## src/hdl/spf_pkg.sv

```systemverilog
`timescale 1ns / 1ps
`default_nettype none

package spf_pkg;

  // Most number bytes (semi-octet pairs) a frame may carry.
  localparam int unsigned MaxNumberBytes = 10;

  // Most result bytes one request can cause (empty number: header + tail).
  localparam int unsigned MaxBurst = 6;
  localparam int unsigned BurstW   = $clog2(MaxBurst + 1);

  // Depth of the command queue between front and back.
  localparam int unsigned QueueDepth = 4;
  localparam int unsigned QueuePtrW  = $clog2(QueueDepth);

  typedef enum logic [1:0] {
    FUNC_START = 2'd0,
    FUNC_DIGIT = 2'd1,
    FUNC_DATA  = 2'd2
  } func_e;

  typedef enum logic [1:0] {
    ST_OK       = 2'd0,
    ST_TOO_LONG = 2'd1,
    ST_NO_SPACE = 2'd2
  } status_e;

  typedef struct packed {
    logic [1:0] func;
    logic [7:0] symbol;
    logic [4:0] number_length;
    logic [7:0] data_length;
    logic [7:0] address_type;
  } in_t;

  typedef struct packed {
    logic [7:0] out_byte;
    status_e    status;
    logic       last;
  } out_t;

  // One queued burst: bytes in order, count, shared status, last on final byte.
  typedef struct packed {
    logic [MaxBurst-1:0][7:0] bytes;
    logic [BurstW-1:0]        cnt;
    status_e                  status;
    logic                     last;
  } cmd_t;

endpackage

`default_nettype wire

```

## src/hdl/spf_front.sv

```systemverilog
`timescale 1ns / 1ps
`default_nettype none

module spf_front (
  input  wire logic          clk_i,
  input  wire logic          rst_ni,
  input  wire logic          cfg_we_i,
  input  wire logic [7:0]    cfg_wdata_i,
  input  wire logic          accept_i,
  input  wire spf_pkg::in_t  req_i,
  output spf_pkg::cmd_t      cmd_o,
  output logic               push_o
);

  function automatic logic [3:0] to_semi(input logic [7:0] c);
    logic [3:0] r;
    r = 4'hF;
    if (c >= 8'h30 && c <= 8'h39) r = c[3:0];
    else if (c == 8'h2A)          r = 4'hA;
    else if (c == 8'h23)          r = 4'hB;
    else if (c >= 8'h61 && c <= 8'h63) r = 4'(c - 8'h61) + 4'hC;
    return r;
  endfunction

  logic [7:0] max_q, max_d;
  logic [7:0] type_q, type_d;
  logic [4:0] dt_q, dt_d;
  logic [7:0] pt_q, pt_d;
  logic [4:0] dc_q, dc_d;
  logic [7:0] pc_q, pc_d;
  logic [3:0] nib_q, nib_d;
  logic       fits_q, fits_d;
  logic       disc_q, disc_d;

  logic [4:0] digs;
  logic [8:0] need;
  logic [4:0] pos;
  logic [3:0] nib;
  logic       tail;
  logic [spf_pkg::BurstW-1:0] n;
  spf_pkg::cmd_t cmd;

  assign digs = 5'((6'({1'b0, req_i.number_length}) + 6'd1) >> 1);
  assign pos  = (req_i.number_length != 5'd0) ? (digs + 5'd6) : 5'd5;
  assign need = 9'(pos) + 9'd1 + 9'(req_i.data_length);
  assign nib  = to_semi(req_i.symbol);

  always_comb begin
    max_d  = cfg_we_i ? cfg_wdata_i : max_q;
    type_d = type_q;
    dt_d   = dt_q;
    pt_d   = pt_q;
    dc_d   = dc_q;
    pc_d   = pc_q;
    nib_d  = nib_q;
    fits_d = fits_q;
    disc_d = disc_q;
    cmd    = '0;
    cmd.status = spf_pkg::ST_OK;
    n      = '0;
    tail   = 1'b0;

    if (accept_i) begin
      unique case (req_i.func)
        spf_pkg::FUNC_START: begin
          disc_d = 1'b1;
          if (digs > 5'(spf_pkg::MaxNumberBytes)) begin
            cmd.status = spf_pkg::ST_TOO_LONG;
            cmd.last   = 1'b1;
            n          = spf_pkg::BurstW'(1);
          end else if ({1'b0, max_q} < 9'(digs) + 9'd4) begin
            cmd.status = spf_pkg::ST_NO_SPACE;
            cmd.last   = 1'b1;
            n          = spf_pkg::BurstW'(1);
          end else begin
            type_d = req_i.address_type;
            dt_d   = req_i.number_length;
            pt_d   = req_i.data_length;
            dc_d   = '0;
            pc_d   = '0;
            nib_d  = '0;
            disc_d = 1'b0;
            fits_d = ({1'b0, max_q} >= need);
            cmd.bytes[0] = 8'h01;
            cmd.bytes[1] = 8'h00;
            cmd.bytes[2] = {3'b000, req_i.number_length};
            if (req_i.number_length != 5'd0) begin
              cmd.bytes[3] = req_i.address_type;
              n = spf_pkg::BurstW'(4);
            end else begin
              n    = spf_pkg::BurstW'(3);
              tail = 1'b1;
            end
          end
        end
        spf_pkg::FUNC_DIGIT: begin
          if (!disc_q && dc_q < dt_q) begin
            dc_d = dc_q + 5'd1;
            if (!dc_q[0]) begin
              nib_d = nib;
              if (dc_d == dt_q) begin
                cmd.bytes[0] = {4'hF, nib};
                n = spf_pkg::BurstW'(1);
              end
            end else begin
              cmd.bytes[0] = {nib, nib_q};
              n = spf_pkg::BurstW'(1);
            end
            tail = (dc_d == dt_q);
          end
        end
        spf_pkg::FUNC_DATA: begin
          if (!disc_q && dc_q == dt_q && fits_q && pc_q < pt_q) begin
            pc_d = pc_q + 8'd1;
            cmd.bytes[0] = req_i.symbol;
            cmd.last     = (pc_d == pt_q);
            n = spf_pkg::BurstW'(1);
            if (pc_d == pt_q) disc_d = 1'b1;
          end
        end
        default: ;
      endcase

      // PID, DCS and UDL when the data fits
      if (tail) begin
        cmd.bytes[n] = 8'h00;
        n = n + spf_pkg::BurstW'(1);
        cmd.bytes[n] = 8'h00;
        n = n + spf_pkg::BurstW'(1);
        if (fits_d) begin
          cmd.bytes[n] = pt_d;
          n = n + spf_pkg::BurstW'(1);
          cmd.last = (pt_d == 8'd0);
          if (pt_d == 8'd0) disc_d = 1'b1;
        end else begin
          cmd.last = 1'b1;
          disc_d   = 1'b1;
        end
      end
    end
    cmd.cnt = n;
  end

  assign cmd_o  = cmd;
  assign push_o = accept_i && (n != '0);

  always_ff @(posedge clk_i or negedge rst_ni) begin
    if (!rst_ni) begin
      max_q  <= 8'hFF;
      type_q <= '0;
      dt_q   <= '0;
      pt_q   <= '0;
      dc_q   <= '0;
      pc_q   <= '0;
      nib_q  <= '0;
      fits_q <= 1'b0;
      disc_q <= 1'b1;
    end else begin
      max_q  <= max_d;
      type_q <= type_d;
      dt_q   <= dt_d;
      pt_q   <= pt_d;
      dc_q   <= dc_d;
      pc_q   <= pc_d;
      nib_q  <= nib_d;
      fits_q <= fits_d;
      disc_q <= disc_d;
    end
  end

endmodule

`default_nettype wire

```

## src/hdl/spf_queue.sv

```systemverilog
`timescale 1ns / 1ps
`default_nettype none

module spf_queue (
  input  wire logic           clk_i,
  input  wire logic           rst_ni,
  input  wire logic           push_i,
  input  wire spf_pkg::cmd_t  push_data_i,
  output logic                full_o,
  input  wire logic           pop_i,
  output spf_pkg::cmd_t       head_o,
  output logic                empty_o
);

  localparam int unsigned CntW = spf_pkg::QueuePtrW + 1;

  spf_pkg::cmd_t mem_q [spf_pkg::QueueDepth];

  logic [spf_pkg::QueuePtrW-1:0] wr_q, wr_d, rd_q, rd_d;
  logic [CntW-1:0]               cnt_q, cnt_d;
  logic                          do_push, do_pop;

  assign full_o  = (cnt_q == CntW'(spf_pkg::QueueDepth));
  assign empty_o = (cnt_q == '0);
  assign head_o  = mem_q[rd_q];
  assign do_push = push_i && !full_o;
  assign do_pop  = pop_i && !empty_o;

  always_comb begin
    wr_d  = do_push ? wr_q + spf_pkg::QueuePtrW'(1) : wr_q;
    rd_d  = do_pop  ? rd_q + spf_pkg::QueuePtrW'(1) : rd_q;
    cnt_d = cnt_q + CntW'(do_push) - CntW'(do_pop);
  end

  always_ff @(posedge clk_i) begin
    if (do_push) mem_q[wr_q] <= push_data_i;
  end

  always_ff @(posedge clk_i or negedge rst_ni) begin
    if (!rst_ni) begin
      wr_q  <= '0;
      rd_q  <= '0;
      cnt_q <= '0;
    end else begin
      wr_q  <= wr_d;
      rd_q  <= rd_d;
      cnt_q <= cnt_d;
    end
  end

endmodule

`default_nettype wire

```

## src/hdl/spf_back.sv

```systemverilog
`timescale 1ns / 1ps
`default_nettype none

module spf_back (
  input  wire logic           clk_i,
  input  wire logic           rst_ni,
  input  wire spf_pkg::cmd_t  head_i,
  input  wire logic           empty_i,
  output logic                pop_o,
  output logic                out_valid_o,
  input  wire logic           out_ready_i,
  output spf_pkg::out_t       out_rsp_o
);

  logic [spf_pkg::BurstW-1:0] idx_q, idx_d;
  logic                       vld_q, vld_d;
  spf_pkg::out_t              out_q, out_d;
  logic                       load, final_byte;

  assign load       = !empty_i && (!vld_q || out_ready_i);
  assign final_byte = (idx_q == head_i.cnt - spf_pkg::BurstW'(1));
  assign pop_o      = load && final_byte;

  always_comb begin
    idx_d = idx_q;
    vld_d = vld_q;
    out_d = out_q;
    if (load) begin
      out_d.out_byte = head_i.bytes[idx_q];
      out_d.status   = head_i.status;
      out_d.last     = head_i.last && final_byte;
      vld_d          = 1'b1;
      idx_d          = final_byte ? '0 : idx_q + spf_pkg::BurstW'(1);
    end else if (out_ready_i) begin
      vld_d = 1'b0;
    end
  end

  always_ff @(posedge clk_i) begin
    out_q <= out_d;
  end

  always_ff @(posedge clk_i or negedge rst_ni) begin
    if (!rst_ni) begin
      idx_q <= '0;
      vld_q <= 1'b0;
    end else begin
      idx_q <= idx_d;
      vld_q <= vld_d;
    end
  end

  assign out_valid_o = vld_q;
  assign out_rsp_o   = out_q;

endmodule

`default_nettype wire

```

## src/hdl/sms_submit_pdu_framer.sv

```systemverilog
// Channel   Handshake                  Payload
// ------    -------------------------  -----------------------------------
// in        in_valid_i / in_ready_o    in_req_i  (func, symbol, lengths, type)
// out       out_valid_o / out_ready_i  out_rsp_o (out_byte, status, last)
// cfg       cfg_we_i                   cfg_wdata_i (max_length)
//
// One request is taken per cycle while the command queue has room; the front
// decides all state in that cycle and queues the burst of bytes it causes.
// The back drains one byte per cycle while the receiver is ready; a start request
// causes up to six bytes, a digit or data request zero to four.
// Reset is asynchronous: max_length goes to 255 and the framer is idle.
// Output stalls only fill the queue; in_ready_o drops when it is full.
`timescale 1ns / 1ps
`default_nettype none

module sms_submit_pdu_framer (
  input  wire logic          clk_i,
  input  wire logic          rst_ni,
  input  wire logic          cfg_we_i,
  input  wire logic [7:0]    cfg_wdata_i,
  input  wire logic          in_valid_i,
  output logic               in_ready_o,
  input  wire spf_pkg::in_t  in_req_i,
  output logic               out_valid_o,
  input  wire logic          out_ready_i,
  output spf_pkg::out_t      out_rsp_o
);

  spf_pkg::cmd_t cmd, head;
  logic          push, full, empty, pop, accept;

  // Requests are taken whenever the queue can hold one more burst.
  assign in_ready_o = !full;
  assign accept     = in_valid_i && !full;

  // Front: config register, message state, byte burst per request.
  spf_front u_front (
    .clk_i       (clk_i),
    .rst_ni      (rst_ni),
    .cfg_we_i    (cfg_we_i),
    .cfg_wdata_i (cfg_wdata_i),
    .accept_i    (accept),
    .req_i       (in_req_i),
    .cmd_o       (cmd),
    .push_o      (push)
  );

  // Short queue lets the front keep going while the output is stalled.
  spf_queue u_queue (
    .clk_i       (clk_i),
    .rst_ni      (rst_ni),
    .push_i      (push),
    .push_data_i (cmd),
    .full_o      (full),
    .pop_i       (pop),
    .head_o      (head),
    .empty_o     (empty)
  );

  // Back: serializes each burst into the registered output stage.
  spf_back u_back (
    .clk_i       (clk_i),
    .rst_ni      (rst_ni),
    .head_i      (head),
    .empty_i     (empty),
    .pop_o       (pop),
    .out_valid_o (out_valid_o),
    .out_ready_i (out_ready_i),
    .out_rsp_o   (out_rsp_o)
  );

endmodule

`default_nettype wire

```

## config.mk

```make
export PLATFORM = sky130hd
export DESIGN_NAME = sms_submit_pdu_framer
export DESIGN_NICKNAME = d
export VERILOG_FILES = /design/src/hdl/spf_pkg.sv /design/src/hdl/spf_front.sv /design/src/hdl/spf_queue.sv /design/src/hdl/spf_back.sv /design/src/hdl/sms_submit_pdu_framer.sv
export SDC_FILE = /design/constraint.sdc
export NUM_CORES = 1
export LEC_CHECK = 0
export BUFFER_PORTS_ARGS = -buffer_cell sky130_fd_sc_hd__buf_4
export CORE_ASPECT_RATIO = 1.1
export CORE_MARGIN = 1.5
export CORE_UTILIZATION = 60
export CTS_BUF_LIST = sky130_fd_sc_hd__clkbuf_4 sky130_fd_sc_hd__clkbuf_8 sky130_fd_sc_hd__clkbuf_16
export DETAILED_ROUTE_END_ITERATION = 12
export PLACE_DENSITY = 0.89
export SYNTH_ARGS = -nofsm -noshare
export SYNTH_HDL_FRONTEND = slang
export SYNTH_SLANG_ARGS = --single-unit
```

## constraint.sdc

```tcl
create_clock -name clk_i -period 6.58 [get_ports clk_i]
set_input_delay 1.316 -clock clk_i [delete_from_list [all_inputs] [get_ports clk_i]]
set_output_delay 1.316 -clock clk_i [all_outputs]
set_load 0.01 [all_outputs]
```

==> flow_summary.json, run 1 <==
{
  "cts-root-buf": "clkbuf_16",
  "antenna_found_initial": 0,
  "wl_per_cell_um": 22.1,
  "diodes": 0,
  "placed_area_mm2": 0.0142,
  "yosysUniqueCellTypes": 72,
  "num_vias": 8218,
  "hold_viol": 0,
  "core_area_mm2": 0.0214,
  "hold_path.class": "flop to flop",
  "r2r_start": "u_front.max_q[5]$_DFFE_PN1P_",
  "fin_area_mm2": 0.0151,
  "first_pass_iters": 5,
  "synth-seq-area-share": 0.613,
  "fp.dieW_um": 145,
  "fp.dieH_um": 159,
  "final.period_utilization": 0.947,
  "clk_path_buf_depth": 3,
  "synth_seq_cells": 278,
  "clock_sinks": 278,
  "crit_family": "compound AO/OA/AOI/OAI gates",
  "powerDensity_mw_per_mm2": 375,
  "worstMarginPinSlew_ps": 935,
  "synth_area_mm2": 0.0132,
  "fin_ws_ps": 352,
  "ant_nets": 0,
  "grt_pass1_wl_um": 45600,
  "period_needed_ps": 6230,
  "rows": 56,
  "cts_hold_buf": 0,
  "worstRegToRegCells": 17,
  "whs_path_depth": 2,
  "overflow": 0,
  "clk_pin_slew_ps": 60,
  "syn_area_per_cell_um2": 14.6,
  "worst_hold_startpoint": "u_front.max_q[0]$_DFFE_PN1P_",
  "rr_endpoint": "u_queue.mem_q[1][11]$_DFFE_PP_",
  "start_util": 0.616,
  "peakVddDrop_mv": 0.264,
  "nFillCells": 1403,
  "synth_edf_count": 227,
  "synthesis.instances": 905,
  "fmax_ghz": 0.161,
  "slew_viol_final": 0,
  "slowest_delay_ps": 600,
  "required_ps": 6760,
  "power.leakage_nw": 5.68,
  "worstPathArrival_ps": 6410,
  "drive_above_1_share": 0.206,
  "gp_congestion": 0.884,
  "worstSetupStartpointType": "primary input",
  "viasPerCell": 6.17,
  "synthArstFlopShare": 0.183,
  "drt_iter0_markers": 668,
  "ioPinCount": 57,
  "dieArea_mm2": 0.0229,
  "yosysWarnings": 0,
  "startpoint": "in_req_i[16]",
  "worstSetupPathType": "primary input to flop",
  "crit_path_end_kind": "flop",
  "drv_cap": 0,
  "reg2reg_slack_ps": 2080,
  "timing.critical_path.mode_cell": "ha_1",
  "rsz0062_at_grt": "false",
  "grt_pass1_vias": 8343,
  "worst-path-buf-inv": 4,
  "preCtsSetupSlack_ps": -168,
  "htreeDepth": 1,
  "status": "complete, no violations",
  "routed_wl_um": 29400,
  "final_nets": 1120,
  "hpwl_um": 20000,
  "hold_slack_ps": 517,
  "grt_max_degree": 55,
  "cts_tree": "built",
  "grt_usage": 0.269,
  "max-slew-margin-rel": 0.375,
  "synthFlopType": "edfxtp_1",
  "crit_fanout": 54,
  "min_to": "u_front.max_q[0]$_DFFE_PN1P_",
  "clock_skew_ps": 25.4,
  "clkLatencyLatePin_ps": 540,
  "io_buffer_count": 56,
  "area_growth_pct": 14.4,
  "route.detailed.drc": 0,
  "cts_buffers": 27,
  "setup_violations": 0,
  "crit_slowest_cell": "or4b_2"
}
-- through the flow --
stage	cells	TNS, ps	power [mW]	utilization
global route	1332	0	5.93	0.705
finish	1332	0	5.66	0.705
global placement	1282	0	4.07	0.664
floorplan	949	0	3.60	-
CTS	1332	0	5.69	0.705
detailed placement	1282	-20120	4.16	0.664
-- power breakdown --
| group | switching [mW] | internal (mW) |
|---|---|---|
| sequential | 0.232 | 2.18 |
| clock | 0.639 | 0.873 |
| combinational | 0.907 | 0.835 |
-- worst max path at each step --
stage	endpoint	slack [ps]	depth (start not counted)
2_1_floorplan	u_queue.mem_q[0][0]$_DFFE_PP_	260	24
3_5_place_dp	u_queue.mem_q[2][11]$_DFFE_PP_	-170	27
5_1_grt	u_queue.mem_q[1][11]$_DFFE_PP_	40	26
4_1_cts	u_queue.mem_q[2][41]$_DFFE_PP_	390	27
6_report	u_queue.mem_q[1][11]$_DFFE_PP_	350	27
3_3_place_gp	u_queue.mem_q[3][44]$_DFFE_PP_	220	27
-- cells in the mapped netlist, types with 6 or more instances --
master / count / area, um2
and3_1: 8 / 50.1
a31oi_1: 6 / 37.5
clkbuf_1: 18 / 67.6
a21oi_1: 18 / 90.1
mux4_2: 62 / 1400
a21o_1: 8 / 60.1
nand2b_1: 11 / 68.8
o21a_1: 6 / 45.0
o21ai_0: 40 / 200
ha_1: 53 / 663
nand2_1: 57 / 214
edfxtp_1: 227 / 6820
nor2b_1: 6 / 37.5
o31ai_1: 14 / 105
nor3_1: 6 / 30.0
o22ai_1: 9 / 56.3
nand3_1: 14 / 70.1
dfrtp_1: 42 / 1050
mux2_2: 10 / 113
xnor2_1: 21 / 184
inv_1: 55 / 206
dfstp_2: 9 / 236
nor4_1: 9 / 56.3
and2_1: 10 / 62.6
buf_1: 6 / 22.5
nor2_1: 61 / 229
xor2_1: 15 / 131
a2bb2oi_1: 8 / 70.1
mux2i_1: 21 / 210
-- cells by family (layout without fill, tap and decap cells) --
kind of cell             Yosys count  in the layout  synth area share
AO/OA/AOI/OAI                    148            148            0.0750
XOR/XNOR                          38             38            0.0263
adder cells (fa/ha/maj)           55             55            0.0532
buffers and inverters             86            179            0.0260
flip-flops                       278            278             0.613
multiplexers                      94             94             0.131
other                              2             46          0.000568
AND/OR/NAND/NOR                  204            204            0.0748
-- per-layer routing --
metal	track usage	wire length, um	up-vias
met4	0.107	1080	0
li1	-	-	3665
met1	0.335	10800	4114
met5	0	0	-
met3	0.0382	2110	81
met2	0.475	15400	358
-- cells in the final DEF, fill, tap and decap left out, drive strengths merged, types with 4 or more instances in the layout --
cell type / synthesis / final
o21ai: 41 / 41
a21o: 8 / 8
and3: 8 / 8
nor3: 6 / 6
nand3: 15 / 15
xor2: 16 / 16
o211ai: 5 / 5
clkinv: 0 / 15
mux2i: 21 / 21
o21a: 6 / 6
conb: 2 / 46
dfrtp: 42 / 42
nor2b: 6 / 6
o22ai: 9 / 9
nand2b: 11 / 11
edfxtp: 227 / 227
nor2: 61 / 61
and2: 10 / 10
buf: 13 / 74
inv: 55 / 58
a31oi: 6 / 6
a2bb2oi: 8 / 8
o21bai: 4 / 4
nand2: 57 / 57
ha: 53 / 53
clkbuf: 18 / 27
a21oi: 19 / 19
or3: 4 / 4
mux2: 11 / 11
dfstp: 9 / 9
nor4: 9 / 9
xnor2: 22 / 22
o31ai: 14 / 14
mux4: 62 / 62
-- final cells by class --
cell class	instances	area (um2)	area share
clock inverter	23	206	0.0137
tap	290	363	0.0240
sequential	278	8110	0.536
clock buffer	27	676	0.0447
timing repair buffer	74	622	0.0411
multi-input combinational	585	4940	0.327
inverter	55	206	0.0137
-- worst reg2reg max path, cell delays in order (launching register included) --
cell,delay [ps]
dfstp_2,570
ha_1,270
a2111o_1,370
a31oi_1,170
o21ai_0,190
a311oi_1,250
or3b_1,270
inv_1,90
ha_1,210
xor2_1,250
nand2_1,80
nand4b_1,170
mux2_2,270
a31oi_1,250
a21oi_2,100
buf_4,210
and2_2,220
buf_12,220
-- registers in the layout, summed over array words and instances, names as in the netlist, 2 cells and up --
signal / cells
u_queue.wr_q: 2
u_back.idx_q: 3
u_queue.mem_q: 216
u_front.pt_q: 8
u_front.max_q: 8
u_queue.rd_q: 2
u_back.out_rsp_o: 11
u_queue.cnt_q: 3
u_front.nib_q: 4
u_front.dt_q: 5
u_front.dc_q: 5
u_front.pc_q: 8
-- repair_timing --
item                       in CTS  in global routing
resized for setup               0                  2
setup endpoints to repair       0                 19
buffers inserted                0                  0
(Power assumes the default switching activity.)
==> inputs of run 2 (changes only) <==
--- a/config.mk
+++ b/config.mk
@@ -11,7 +11,7 @@
 export CORE_UTILIZATION = 60
 export CTS_BUF_LIST = sky130_fd_sc_hd__clkbuf_4 sky130_fd_sc_hd__clkbuf_8 sky130_fd_sc_hd__clkbuf_16
 export DETAILED_ROUTE_END_ITERATION = 12
-export PLACE_DENSITY = 0.89
+export PLACE_DENSITY_LB_ADDON = 0.1
 export SYNTH_ARGS = -nofsm -noshare
 export SYNTH_HDL_FRONTEND = slang
 export SYNTH_SLANG_ARGS = --single-unit
==> flow_summary.json, run 2 (synthesized netlist as in run 1, its figures left out) <==
{
  "grt_usage": 0.259,
  "finalSetupTns_ps": 0,
  "crit_path_end_kind": "flop",
  "regMostFlops": "u_queue.mem_q",
  "rows": 56,
  "ant_nets": 0,
  "crit_fanout": 54,
  "worstSetupStartpointType": "primary input",
  "clk_pin_slew_ps": 60,
  "max-slew-margin-rel": 0.185,
  "wl_per_cell_um": 21.3,
  "power.leakage_nw": 5.66,
  "clk_path_buf_depth": 3,
  "diodes": 0,
  "mostFrequentLayoutCell": "edfxtp_1",
  "ioPinCount": 57,
  "fp.dieH_um": 159,
  "final_cell_mix": "edfxtp_1 (227), buf_4 (68), mux4_2 (62), nor2_1 (61), nand2_1 (57)",
  "period_needed_ps": 5990,
  "slew_viol_final": 0,
  "worst-path-buf-inv": 4,
  "required_ps": 6770,
  "worstMarginPinSlew_ps": 1210,
  "clkLatencyLatePin_ps": 520,
  "post_cts_resized": 0,
  "timing.critical_path.mode_cell": "ha_1",
  "slowest_delay_ps": 610,
  "clock_sinks": 278,
  "grt_max_degree": 55,
  "nFillCells": 1532,
  "post_cts_buffers": 0,
  "hold_path.class": "flop to flop",
  "num_vias": 7862,
  "drive_above_1_share": 0.207,
  "routed_wl_um": 28400,
  "htreeDepth": 1,
  "setup_violations": 0,
  "reg2reg_slack_ps": 2020,
  "largest_reg_flops": 216,
  "final.period_utilization": 0.911,
  "drt_iter0_markers": 560,
  "drv_cap": 0,
  "viasPerCell": 5.90,
  "cts_hold_buf": 0,
  "dieArea_mm2": 0.0229,
  "power_mw": 5.60,
  "cts_tree": "built",
  "start_util": 0.616,
  "overflow": 0,
  "grt_pass1_wl_um": 44000,
  "crit_family": "compound AO/OA/AOI/OAI gates",
  "cts_buffers": 28,
  "crit_slowest_cell": "or4b_2",
  "first_pass_iters": 5,
  "peakVddDrop_mv": 0.290,
  "clock_skew_ps": 10.9,
  "final_nets": 1119,
  "gp_congestion": 0.856,
  "core_area_mm2": 0.0214,
  "grt_pass1_vias": 7992,
  "worstPathArrival_ps": 6180,
  "cts-root-buf": "clkbuf_16",
  "io_buffer_count": 56,
  "hpwl_um": 18900,
  "powerDensity_mw_per_mm2": 371,
  "hold_viol": 0,
  "route.detailed.drc": 0,
  "fmax_ghz": 0.167,
  "worstSetupPathType": "primary input to flop",
  "status": "complete, no violations",
  "area_growth_pct": 14.1,
  "fp.dieW_um": 145,
  "antenna_found_initial": 0,
  "rsz0062_at_grt": "false"
}
## run 2: worst paths after layout
path                                           startpoint                              to  cells after the start
hold reg to reg            u_back.out_valid_o$_DFFE_PN0P_  u_back.out_valid_o$_DFFE_PN0P_                      2
max in group asynchronous                          rst_ni     u_queue.rd_q[0]$_DFFE_PN0P_                      1
hold / removal             u_back.out_valid_o$_DFFE_PN0P_  u_back.out_valid_o$_DFFE_PN0P_                      2
setup / recovery                             in_req_i[16]  u_queue.mem_q[2][52]$_DFFE_PP_                     27
min in group asynchronous                          rst_ni      u_queue.cnt_q[2]$_DFF_PN0_                      1
setup reg to reg             u_front.max_q[5]$_DFFE_PN1P_  u_queue.mem_q[2][52]$_DFFE_PP_                     17
## run 2: where the power goes
| part | internal, mW | switching, mW |
|---|---|---|
| clock | 0.849 | 0.629 |
| sequential | 2.18 | 0.216 |
| combinational | 0.830 | 0.893 |
| total | 3.86 | 1.74 |
## run 2: per-stage QoR
stage           util  instances  hold slack (ps)  setup slack [ps]  cell area (um2)
2_1_floorplan      -        949              486               264            13400
4_1_cts        0.703       1332              498               608            15100
6_report       0.703       1332              489               585            15100
3_3_place_gp   0.663       1280              478               253            14200
5_1_grt        0.703       1332              550               166            15100
3_5_place_dp   0.663       1280              486              63.1            14200
## run 2: area by class of cell
class                   count  area, um2  area share
multi-input cells         585       4940       0.328
clock buffers              39        801      0.0531
repair buffers             72        591      0.0392
flip-flops and latches    278       8110       0.538
inverters                  55        206      0.0137
clock inverters            13       68.8     0.00456
well taps                 290        363      0.0241
## run 2: worst register-to-register path, cell delays in order, from the launching register on
cell and delay (ps):
dfstp_2 550, ha_1 260, a2111o_1 360, a31oi_1 180
o21ai_0 220, a311oi_1 270, or3b_1 300, inv_1 100
ha_1 220, xor2_1 260, nand2_1 110, nand4b_1 170
mux2_2 270, a31oi_1 240, a21oi_2 110, buf_4 200
and2_2 210, buf_12 200
## run 2: per-layer routing
metal,up-vias,share of wire,global-route usage
met2,251,0.51,0.453
met5,-,0,0
met1,3910,0.41,0.344
met4,0,0.023,0.0722
met3,44,0.059,0.0355
li1,3657,-,-
